### src/design/sha256_pkg.sv
`timescale 1ns / 1ps
// Shared types, constants and sigma functions for the SHA-256 hash core.
// No dependencies; imported by every module of the core.
package sha256_pkg;

    // Control strobes from the sequencer to the schedule and round units
    typedef struct packed {
        logic byte_en;   // shift one message byte into the window
        logic load;      // load working variables from the chain value
        logic round_en;  // run one compression round
    } sha_ctrl_t;

    // Eight 32-bit words, word 0 in the lowest bits
    typedef logic [7:0][31:0] hash_t;

    localparam hash_t HASH_IV = '{
        32'h5BE0CD19, 32'h1F83D9AB, 32'h9B05688C, 32'h510E527F,
        32'hA54FF53A, 32'h3C6EF372, 32'hBB67AE85, 32'h6A09E667
    };

    localparam logic [31:0] ROUND_K [64] = '{
        32'h428A2F98, 32'h71374491, 32'hB5C0FBCF, 32'hE9B5DBA5,
        32'h3956C25B, 32'h59F111F1, 32'h923F82A4, 32'hAB1C5ED5,
        32'hD807AA98, 32'h12835B01, 32'h243185BE, 32'h550C7DC3,
        32'h72BE5D74, 32'h80DEB1FE, 32'h9BDC06A7, 32'hC19BF174,
        32'hE49B69C1, 32'hEFBE4786, 32'h0FC19DC6, 32'h240CA1CC,
        32'h2DE92C6F, 32'h4A7484AA, 32'h5CB0A9DC, 32'h76F988DA,
        32'h983E5152, 32'hA831C66D, 32'hB00327C8, 32'hBF597FC7,
        32'hC6E00BF3, 32'hD5A79147, 32'h06CA6351, 32'h14292967,
        32'h27B70A85, 32'h2E1B2138, 32'h4D2C6DFC, 32'h53380D13,
        32'h650A7354, 32'h766A0ABB, 32'h81C2C92E, 32'h92722C85,
        32'hA2BFE8A1, 32'hA81A664B, 32'hC24B8B70, 32'hC76C51A3,
        32'hD192E819, 32'hD6990624, 32'hF40E3585, 32'h106AA070,
        32'h19A4C116, 32'h1E376C08, 32'h2748774C, 32'h34B0BCB5,
        32'h391C0CB3, 32'h4ED8AA4A, 32'h5B9CCA4F, 32'h682E6FF3,
        32'h748F82EE, 32'h78A5636F, 32'h84C87814, 32'h8CC70208,
        32'h90BEFFFA, 32'hA4506CEB, 32'hBEF9A3F7, 32'hC67178F2
    };

    function automatic logic [31:0] big_sigma0(input logic [31:0] x);
        return {x[1:0], x[31:2]} ^ {x[12:0], x[31:13]} ^ {x[21:0], x[31:22]};
    endfunction

    function automatic logic [31:0] big_sigma1(input logic [31:0] x);
        return {x[5:0], x[31:6]} ^ {x[10:0], x[31:11]} ^ {x[24:0], x[31:25]};
    endfunction

    function automatic logic [31:0] small_sigma0(input logic [31:0] x);
        return {x[6:0], x[31:7]} ^ {x[17:0], x[31:18]} ^ {3'b000, x[31:3]};
    endfunction

    function automatic logic [31:0] small_sigma1(input logic [31:0] x);
        return {x[16:0], x[31:17]} ^ {x[18:0], x[31:19]} ^ {10'b0, x[31:10]};
    endfunction

endpackage

### src/design/sha256_hash_core.sv
`timescale 1ns / 1ps
// SHA-256 hash core top level: sequencer, chain value, padding and output.
// Depends on sha256_pkg, sha256_sched and sha256_round.
//
// Usage
//   Slave channel: one transaction per item. tdata holds the message byte,
//   tuser[0] says whether the byte is present, tlast ends the message.
//   Master channel: eight transactions per message, the digest words most
//   significant first; tuser carries the word index, tlast marks word 7.
// Operation
//   Byte transactions are taken back to back while idle. The 64th byte of a
//   block starts the compression: the rounds of the shared round unit, then
//   the chain update, during both of which tready is low. After tlast the
//   core writes padding one byte per cycle up to the block end (a second
//   block when fewer than nine bytes remain), compresses, then loads the
//   digest into the output buffer. Words leave at one per cycle while
//   m_axis_tready is high.
// Reset and stalls
//   aresetn clears the sequencer, the length count and the output buffer's
//   busy flag and word index, and restores the initial hash values. A
//   stalled receiver holds the digest; the next message can be taken
//   meanwhile, but its digest waits until the previous one has drained.
module sha256_hash_core
    import sha256_pkg::*;
(
    input  logic        aclk,
    input  logic        aresetn,
    input  logic        s_axis_tvalid,
    output logic        s_axis_tready,
    input  logic [7:0]  s_axis_tdata,   // [7:0] data_byte
    input  logic        s_axis_tuser,   // [0] has_byte
    input  logic        s_axis_tlast,   // is_last
    output logic        m_axis_tvalid,
    input  logic        m_axis_tready,
    output logic [31:0] m_axis_tdata,   // [31:0] digest_word
    output logic [2:0]  m_axis_tuser,   // [2:0] word_index
    output logic        m_axis_tlast    // last_word
);

    localparam logic [2:0] ST_IDLE  = 3'd0;
    localparam logic [2:0] ST_ROUND = 3'd1;
    localparam logic [2:0] ST_ADD   = 3'd2;
    localparam logic [2:0] ST_PAD   = 3'd3;
    localparam logic [2:0] ST_EMIT  = 3'd4;

    localparam logic [1:0] PH_MARK = 2'd0;
    localparam logic [1:0] PH_ZERO = 2'd1;
    localparam logic [1:0] PH_LEN  = 2'd2;

    logic [2:0]  state_reg, state_next;
    logic [5:0]  fill_reg, fill_next;
    logic [63:0] bits_reg, bits_next;
    logic [5:0]  rnd_reg, rnd_next;
    logic [1:0]  phase_reg, phase_next;
    logic        pad_active_reg, pad_active_next;
    logic        pad_done_reg, pad_done_next;
    hash_t       chain_reg, chain_next;
    hash_t       out_buf_reg, out_buf_next;
    logic [2:0]  out_idx_reg, out_idx_next;
    logic        out_busy_reg, out_busy_next;

    sha_ctrl_t   ctrl;
    logic [7:0]  absorb_byte;
    logic [7:0]  len_byte;
    logic [31:0] w_cur;
    hash_t       vars;
    logic        out_fire;

    sha256_sched u_sched (
        .aclk    (aclk),
        .ctrl    (ctrl),
        .byte_in (absorb_byte),
        .w_cur   (w_cur)
    );

    sha256_round u_round (
        .aclk      (aclk),
        .ctrl      (ctrl),
        .init_hash (chain_reg),
        .k_in      (ROUND_K[rnd_reg]),
        .w_in      (w_cur),
        .vars      (vars)
    );

    // Length field byte, most significant first at offset 56
    assign len_byte = bits_reg[{~fill_reg[2:0], 3'b000} +: 8];

    assign s_axis_tready = (state_reg == ST_IDLE);
    assign out_fire      = m_axis_tvalid && m_axis_tready;

    // Sequencer
    always_comb begin
        state_next      = state_reg;
        fill_next       = fill_reg;
        bits_next       = bits_reg;
        rnd_next        = rnd_reg;
        phase_next      = phase_reg;
        pad_active_next = pad_active_reg;
        pad_done_next   = pad_done_reg;
        chain_next      = chain_reg;
        ctrl            = '0;
        absorb_byte     = s_axis_tdata;
        out_buf_next    = out_buf_reg;
        out_idx_next    = out_idx_reg;
        out_busy_next   = out_busy_reg;

        // Output buffer drains one word per transaction
        if (out_fire) begin
            out_buf_next = {32'd0, out_buf_reg[7:1]};
            out_idx_next = out_idx_reg + 3'd1;
            if (out_idx_reg == 3'd7) begin
                out_busy_next = 1'b0;
            end
        end

        unique case (state_reg)
            ST_IDLE: begin
                if (s_axis_tvalid) begin
                    if (s_axis_tlast) begin
                        pad_active_next = 1'b1;
                        phase_next      = PH_MARK;
                        state_next      = ST_PAD;
                    end
                    if (s_axis_tuser) begin
                        ctrl.byte_en = 1'b1;
                        fill_next    = fill_reg + 6'd1;
                        bits_next    = bits_reg + 64'd8;
                        if (fill_reg == 6'd63) begin
                            ctrl.load  = 1'b1;
                            rnd_next   = '0;
                            state_next = ST_ROUND;
                        end
                    end
                end
            end
            ST_PAD: begin
                ctrl.byte_en = 1'b1;
                fill_next    = fill_reg + 6'd1;
                unique case (phase_reg)
                    PH_MARK: begin
                        absorb_byte = 8'h80;
                        phase_next  = PH_ZERO;
                    end
                    PH_ZERO: begin
                        if (fill_reg == 6'd56) begin
                            absorb_byte = len_byte;
                            phase_next  = PH_LEN;
                        end else begin
                            absorb_byte = 8'h00;
                        end
                    end
                    PH_LEN: begin
                        absorb_byte = len_byte;
                        if (fill_reg == 6'd63) begin
                            pad_done_next = 1'b1;
                        end
                    end
                    default: begin
                        absorb_byte = 8'h00;
                    end
                endcase
                if (fill_reg == 6'd63) begin
                    ctrl.load  = 1'b1;
                    rnd_next   = '0;
                    state_next = ST_ROUND;
                end
            end
            ST_ROUND: begin
                ctrl.round_en = 1'b1;
                rnd_next      = rnd_reg + 6'd1;
                if (rnd_reg == 6'd63) begin
                    state_next = ST_ADD;
                end
            end
            ST_ADD: begin
                for (int i = 0; i < 8; i++) begin
                    chain_next[i] = chain_reg[i] + vars[i];
                end
                priority if (pad_done_reg) begin
                    state_next = ST_EMIT;
                end else if (pad_active_reg) begin
                    state_next = ST_PAD;
                end else begin
                    state_next = ST_IDLE;
                end
            end
            ST_EMIT: begin
                // Wait for the previous digest to drain
                if (!out_busy_reg) begin
                    out_buf_next    = chain_reg;
                    out_idx_next    = '0;
                    out_busy_next   = 1'b1;
                    chain_next      = HASH_IV;
                    bits_next       = '0;
                    pad_active_next = 1'b0;
                    pad_done_next   = 1'b0;
                    state_next      = ST_IDLE;
                end
            end
            default: begin
                state_next = ST_IDLE;
            end
        endcase
    end

    // Control state
    always_ff @(posedge aclk) begin
        if (!aresetn) begin
            state_reg      <= ST_IDLE;
            fill_reg       <= '0;
            bits_reg       <= '0;
            rnd_reg        <= '0;
            phase_reg      <= PH_MARK;
            pad_active_reg <= 1'b0;
            pad_done_reg   <= 1'b0;
            chain_reg      <= HASH_IV;
            out_idx_reg    <= '0;
            out_busy_reg   <= 1'b0;
        end else begin
            state_reg      <= state_next;
            fill_reg       <= fill_next;
            bits_reg       <= bits_next;
            rnd_reg        <= rnd_next;
            phase_reg      <= phase_next;
            pad_active_reg <= pad_active_next;
            pad_done_reg   <= pad_done_next;
            chain_reg      <= chain_next;
            out_idx_reg    <= out_idx_next;
            out_busy_reg   <= out_busy_next;
        end
    end

    // Digest buffer, payload only
    always_ff @(posedge aclk) begin
        out_buf_reg <= out_buf_next;
    end

    assign m_axis_tvalid = out_busy_reg;
    assign m_axis_tdata  = out_buf_reg[0];
    assign m_axis_tuser  = out_idx_reg;
    assign m_axis_tlast  = (out_idx_reg == 3'd7);

endmodule

### src/design/sha256_sched.sv
`timescale 1ns / 1ps
// Message window: collects bytes of a block, then expands the schedule.
// Depends on sha256_pkg.
module sha256_sched
    import sha256_pkg::*;
(
    input  logic        aclk,
    input  sha_ctrl_t   ctrl,
    input  logic [7:0]  byte_in,
    output logic [31:0] w_cur
);

    // 16-word window, oldest word W[r] in the top 32 bits
    logic [511:0] win_reg;
    logic [511:0] win_next;
    logic [31:0]  new_w;

    // W[r+16] from W[r], W[r+1], W[r+9], W[r+14]
    assign new_w = win_reg[511:480] + small_sigma0(win_reg[479:448])
                 + win_reg[223:192] + small_sigma1(win_reg[63:32]);

    assign w_cur = win_reg[511:480];

    always_comb begin
        win_next = win_reg;
        if (ctrl.byte_en) begin
            win_next = {win_reg[503:0], byte_in};
        end else if (ctrl.round_en) begin
            win_next = {win_reg[479:0], new_w};
        end
    end

    always_ff @(posedge aclk) begin
        win_reg <= win_next;
    end

endmodule

### src/design/sha256_round.sv
`timescale 1ns / 1ps
// Shared compression round unit: working variables a..h and one round.
// Depends on sha256_pkg.
module sha256_round
    import sha256_pkg::*;
(
    input  logic        aclk,
    input  sha_ctrl_t   ctrl,
    input  hash_t       init_hash,
    input  logic [31:0] k_in,
    input  logic [31:0] w_in,
    output hash_t       vars
);

    hash_t       vars_reg;
    hash_t       vars_next;
    logic [31:0] t1;
    logic [31:0] t2;
    logic [31:0] ch;
    logic [31:0] maj;

    // One round, word 0 is a, word 7 is h
    assign ch  = (vars_reg[4] & vars_reg[5]) ^ (~vars_reg[4] & vars_reg[6]);
    assign maj = (vars_reg[0] & vars_reg[1]) ^ (vars_reg[0] & vars_reg[2])
               ^ (vars_reg[1] & vars_reg[2]);
    assign t1  = vars_reg[7] + big_sigma1(vars_reg[4]) + ch + k_in + w_in;
    assign t2  = big_sigma0(vars_reg[0]) + maj;

    always_comb begin
        vars_next = vars_reg;
        if (ctrl.load) begin
            vars_next = init_hash;
        end else if (ctrl.round_en) begin
            vars_next[7] = vars_reg[6];
            vars_next[6] = vars_reg[5];
            vars_next[5] = vars_reg[4];
            vars_next[4] = vars_reg[3] + t1;
            vars_next[3] = vars_reg[2];
            vars_next[2] = vars_reg[1];
            vars_next[1] = vars_reg[0];
            vars_next[0] = t1 + t2;
        end
    end

    always_ff @(posedge aclk) begin
        vars_reg <= vars_next;
    end

    assign vars = vars_reg;

endmodule

### config.mk
export PLATFORM = sky130hd
export DESIGN_NAME = sha256_hash_core
export DESIGN_NICKNAME = d
export VERILOG_FILES = /design/src/design/sha256_pkg.sv /design/src/design/sha256_hash_core.sv /design/src/design/sha256_sched.sv /design/src/design/sha256_round.sv
export SDC_FILE = /design/constraint.sdc
export NUM_CORES = 2
export LEC_CHECK = 0
export BUFFER_PORTS_ARGS = -buffer_cell sky130_fd_sc_hd__clkbuf_2
export CAP_MARGIN = 20
export CORE_ASPECT_RATIO = 1.25
export CORE_MARGIN = 2
export CORE_UTILIZATION = 42
export CTS_CLUSTER_DIAMETER = 30
export DETAILED_ROUTE_END_ITERATION = 10
export PLACE_DENSITY = 0.57
export SYNTH_ARGS = -nofsm -noshare
export SYNTH_HDL_FRONTEND = slang
export SYNTH_SLANG_ARGS = --single-unit
export TNS_END_PERCENT = 1
### constraint.sdc
create_clock -name aclk -period 27.1 [get_ports aclk]
set_input_delay 1.355 -clock aclk [delete_from_list [all_inputs] [get_ports aclk]]
set_output_delay 1.355 -clock aclk [all_outputs]
set_load 0.02 [all_outputs]
-- After elaboration in Yosys (flattened, before gate mapping)
Memory sizes are Yosys's and may differ from the RTL's.
Cells that the tools add are included.
- flip-flop bits (word level): 1367
- latch bits: 0
- RAM bits: 0
- memory bits (read-only): 2048
- memories: 1
- $add $sub $neg: 22
- multipliers: 0
- divide/modulo/power cells: 0
- order comparisons: 1
- equal/unequal tests: 19
- shift operators: 1
- muxes and demuxes: 59
- bitwise operators: 19
- reductions and logical operators: 18
- memory list (name ; words ; width ; read ports ; clocked after memory_dff ; write ports ; line ; text):
    (name not given) ; 64 ; 32 ; 1 ; 0 ; 0 ; sha256_hash_core.sv:80 ; .k_in (ROUND_K[rnd_reg]),
- operators with widths (operator ; number):
    256-bit two-way mux ; 6
    512-bit two-way mux ; 2
    32-bit adder ; 18
    256-bit case mux with 2 select lines ; 1
    32-bit bitwise XOR ; 9
    64-bit two-way mux ; 3
    32-bit AND ; 5
    64-bit case mux with 2 select lines ; 1
    64-bit by 4-bit adder with 64-bit output (second input constant) ; 1
    32-bit two-way mux ; 2
    64-bit by 7-bit variable part select with 8-bit output ; 1
    3-bit two-way mux ; 11
    32-bit inverter ; 1
    32-bit by 22-bit bitwise XOR with 32-bit output ; 1
    32-bit by 29-bit bitwise XOR with 32-bit output ; 1
    6-bit two-way mux ; 5
    8-bit case mux with 3 select lines ; 1
    6-bit equality test (second input constant) ; 3
    6-bit case mux with 3 select lines ; 1
    8-bit two-way mux ; 2
    4-bit AND reduction ; 4
    3-bit case mux with 5 select lines ; 1
    6-bit by 1-bit adder with 6-bit output (second input constant) ; 2
    2-bit two-way mux ; 6
    25 further kinds ; 51

-- Longest topological paths before layout
- depth after elaboration: 9
- gate-level depth with buffers: 35
- depth with buffers taken out: 34

-- Hierarchy
Synthesis repeated with hierarchy kept, for this count alone.
- cells, all modules: 8228
- area total of the unflattened synthesis: 84473.5 um2
- modules (own cells, without submodules) (module ; instances ; cells each ; area each (um2)):
    sha256_hash_core ; 1 ; 4738 ; 38241.7
    sha256_sched ; 1 ; 1671 ; 25913.6
    sha256_round ; 1 ; 1819 ; 20318.2

-- Least setup slack after synthesis
OpenSTA, ideal clock, no wires.
- path type: input -> register
- start: in s_axis_tuser
- end: reg rnd_reg[4]
- setup time: 0.127 ns
- data arrival time: 22.596 ns
- required time: 26.973 ns
- slack: 4.377 ns
- cell stages on the path: 7
- path buffers: 0
- path through: nand3_1 nand2_1 nand2_1 o21ai_1 nand4_1 xnor2_1 nor2_1
- cells in the longest elaborated chain, start to end: 2
- ends and longest elaborated chain (what ; line ; text):
    from (decl) ; sha256_hash_core.sv:31 ; input logic s_axis_tuser,
    2-bit by 1-bit inequality test with 1-bit output (no source line) ; n/a ;
    3-bit AND reduction (no source line) ; n/a ;
    to (signal assigned) ; sha256_hash_core.sv:223 ; rnd_reg <= rnd_next;
    to (decl) ; sha256_hash_core.sv:53 ; logic [5:0] rnd_reg, rnd_next;
No other way between the ends.
A chain may end at the register's enable or synchronous reset.

==> flow_summary_export.csv <==
group,metric,value,unit
global_route,antenna_found_initial,1,
routing,num_vias,68558,
clock_tree,clk_pin_slew,0.05,ns
logic_synthesis,yosysSeqAreaShare,0.422,
run,cap_violations,0,
floorplanning,die_x,401,µm
worst_setup_path,end_kind,"flop",
clock_tree,ctsResizeCount,0,
timing,relSlewSlack,0.193,
worst_setup_path,path_class,"reg2reg",
floorplanning,io_pins,52,
timing,tightest_slew,1.20,ns
logic_synthesis,ys_types,93,
timing,hold_viol,0,
floorplanning,die_h,501,µm
routing,wl_per_cell,23.2,µm
logic_synthesis,yosysWarnings,0,
worst_setup_path,critPathArrivalTime,9.65,ns
global_route,first_global_vias,68455,
worst_setup_path,r2r_start,"rnd_reg[0]",
timing,setup_viol,0,
routing,drt-total-wl,286000,µm
outcome,status,"finished, violations left",
timing,clock-skew-final,0.0676,ns
floorplanning,core_area,0.197,mm²
floorplanning,rows,182,
finish,final_cell_mix,"2940 x nand2_1, 768 x edfxtp_1, 613 x nor2_1, 592 x dfxtp_1, 464 x a21oi_1",
timing,period_minus_slack,9.01,ns
clock_tree,cts_buffer_depth,4,
placement,port_buffers,51,
logic_synthesis,synth_edf_count,768,
clock_tree,cts_hold_buf,0,
logic_synthesis,synth-seq-cells,1364,
timing,drv_slew,0,
hold_path,hold_depth,2,
routing,ant_nets,0,
finish,area_growth,16.2,%
floorplanning,dieArea,0.201,mm²
timing,rsz0062_at_grt,"false",
hold_path,worstHoldStart,"out_buf_reg[36]",
outcome,violations,"DRC",
global_route,grt.total_usage,0.279,
logic_synthesis,yosys-top-cells-area,"edfxtp_1 28%, dfxtp_1 14%, nand2_1 13%",
clock_tree,cts_tree,"built",
placement,place_hpwl,203000,µm
hold_path,hold_end,"m_axis_tdata[4]",
logic_synthesis,synth_area,0.0829,mm²
clock_tree,postCtsSetupBuffers,0,
global_route,grt_overflow_total,0,
worst_setup_path,r2r-end,"u_round.vars[31]",
clock_tree,cts-buffers-inserted,338,
worst_setup_path,crit_fanout,13,
finish,nets,10115,
timing,fmax,111,MHz
worst_setup_path,cp_common_cell,"a21oi_1",
global_route,grt_pass1_wl,427000,µm
global_route,grt_max_degree,181,
timing,fin_crit_sh,0.332,
placement,gp_congestion,0.979,
finish,drive_above_1_share,0.0790,
clock_tree,cts.sinks,1364,
finish,largest_register_ffs,512,
worst_setup_path,crit_path_max_incr_delay,0.60,ns
clock_tree,htree_num_levels,5,
clock_tree,cts-root-buf,"clkbuf_16",
logic_synthesis,synthCells,9602,
routing,drc,1,
hold_path,hold_path.class,"reg2reg",
routing,drt_iter0_drc,5566,
logic_synthesis,synth_ff_type,"edfxtp_1",
worst_setup_path,r2r_setup_slack,18.09,ns
logic_synthesis,syn_nets,10224,
logic_synthesis,synth_top_area_share,0.278,
worst_setup_path,slowest_stage,"ha_1",
routing,drtPass1Iterations,11,
clock_tree,clk_latency,0.97,ns
worst_setup_path,r2r.worst_path.cells,33,
logic_synthesis,synth_area_per_cell,8.64,µm²
logic_synthesis,synth-async-reset-ratio,0,
routing,via_per_inst,5.56,
finish,final_common_cell,"nand2_1",
logic_synthesis,yosysTopAreaCell,"edfxtp_1",
timing,tns,0,ns
worst_setup_path,worstSetupStartpointType,"flop",
worst_setup_path,required,27.74,ns
floorplanning,start_util,0.422,
==> through the flow <==
step	worst slack, ns	area [µm²]	hold slack, ns	utilization	instances
after global routing	17.34	96400	0.462	0.490	12338
after global placement	18.16	84900	0.442	0.432	11728
after floorplan	4.38	82900	0.424	-	9602
final	18.09	96400	0.442	0.490	12338
after CTS	18.16	96300	0.446	0.490	12336
after detailed placement	18.19	84900	0.447	0.432	11728
==> layer usage <==
metal | part of all wire | wire, µm | track usage
met1 | 0.39 | 112000 | 0.321
met2 | 0.50 | 143000 | 0.494
met3 | 0.044 | 12500 | 0.0366
met4 | 0.063 | 17900 | 0.161
met5 | 0 | 0 | 0
==> cells in the mapped netlist (48+ instances only) <==
| master | n |
|---|---|
| nor3_1 | 100 |
| nand2_1 | 2947 |
| a22oi_1 | 48 |
| xnor2_1 | 421 |
| o21ai_0 | 410 |
| clkbuf_1 | 529 |
| inv_1 | 259 |
| dfxtp_1 | 596 |
| a21o_1 | 168 |
| ha_1 | 411 |
| edfxtp_1 | 768 |
| nand2b_1 | 77 |
| o22ai_1 | 68 |
| o21a_1 | 71 |
| and2_1 | 55 |
| a31oi_1 | 270 |
| nand3_1 | 113 |
| a211oi_1 | 48 |
| xor2_1 | 203 |
| fa_1 | 197 |
| nor2_1 | 615 |
| nor2b_1 | 116 |
| a21oi_1 | 465 |
==> kinds of logic (layout without fill, tap and decap cells) <==
kind of cell,Yosys count,after routing,synth area share
buffers and inverters,854,1013,0.0403
adders and majority gates,630,630,0.112
DFF,1364,1364,0.422
and+or+nand+nor,4219,4219,0.209
muxes,70,70,0.0117
AOI/OAI and AO/OA,1841,1841,0.139
xor gates and xnor gates,624,624,0.0659
other,0,1,0
==> critical path, delay by kind of cell, from the launching register on <==
kind                     cells  cell delay, ns
XOR/XNOR                     2            0.50
buffers and inverters        3            0.85
AND/OR/NAND/NOR              6            0.91
AO/OA/AOI/OAI               17            4.00
adder cells (fa/ha/maj)      5            2.14
flip-flops                   1            0.33
==> cell type report <==
class	instances	area, µm²
antenna	1	2.50
clock buffer	439	9530
clock inverter	169	1920
fill	18644	100000
inverter	261	980
multi-input combinational	7384	44700
sequential	1364	35000
tap	2576	3220
timing repair buffer	144	1040
==> worst max path at each step <==
stage                                   to  cells after the start         start  slack, ns
final                     u_round.vars[31]                     33    rnd_reg[0]      18.09
after global routing      u_round.vars[31]                     34    rnd_reg[0]      17.34
after CTS                 u_round.vars[31]                     33    rnd_reg[0]      18.16
after detailed placement  u_round.vars[31]                     33    rnd_reg[0]      18.19
after global placement    u_round.vars[31]                     32    rnd_reg[0]      18.16
after floorplan                 rnd_reg[4]                      7  s_axis_tuser       4.38
Power is left out: the tool's default activity adds up to more than one toggle a clock period on the data nets, which glitch-free logic cannot reach.
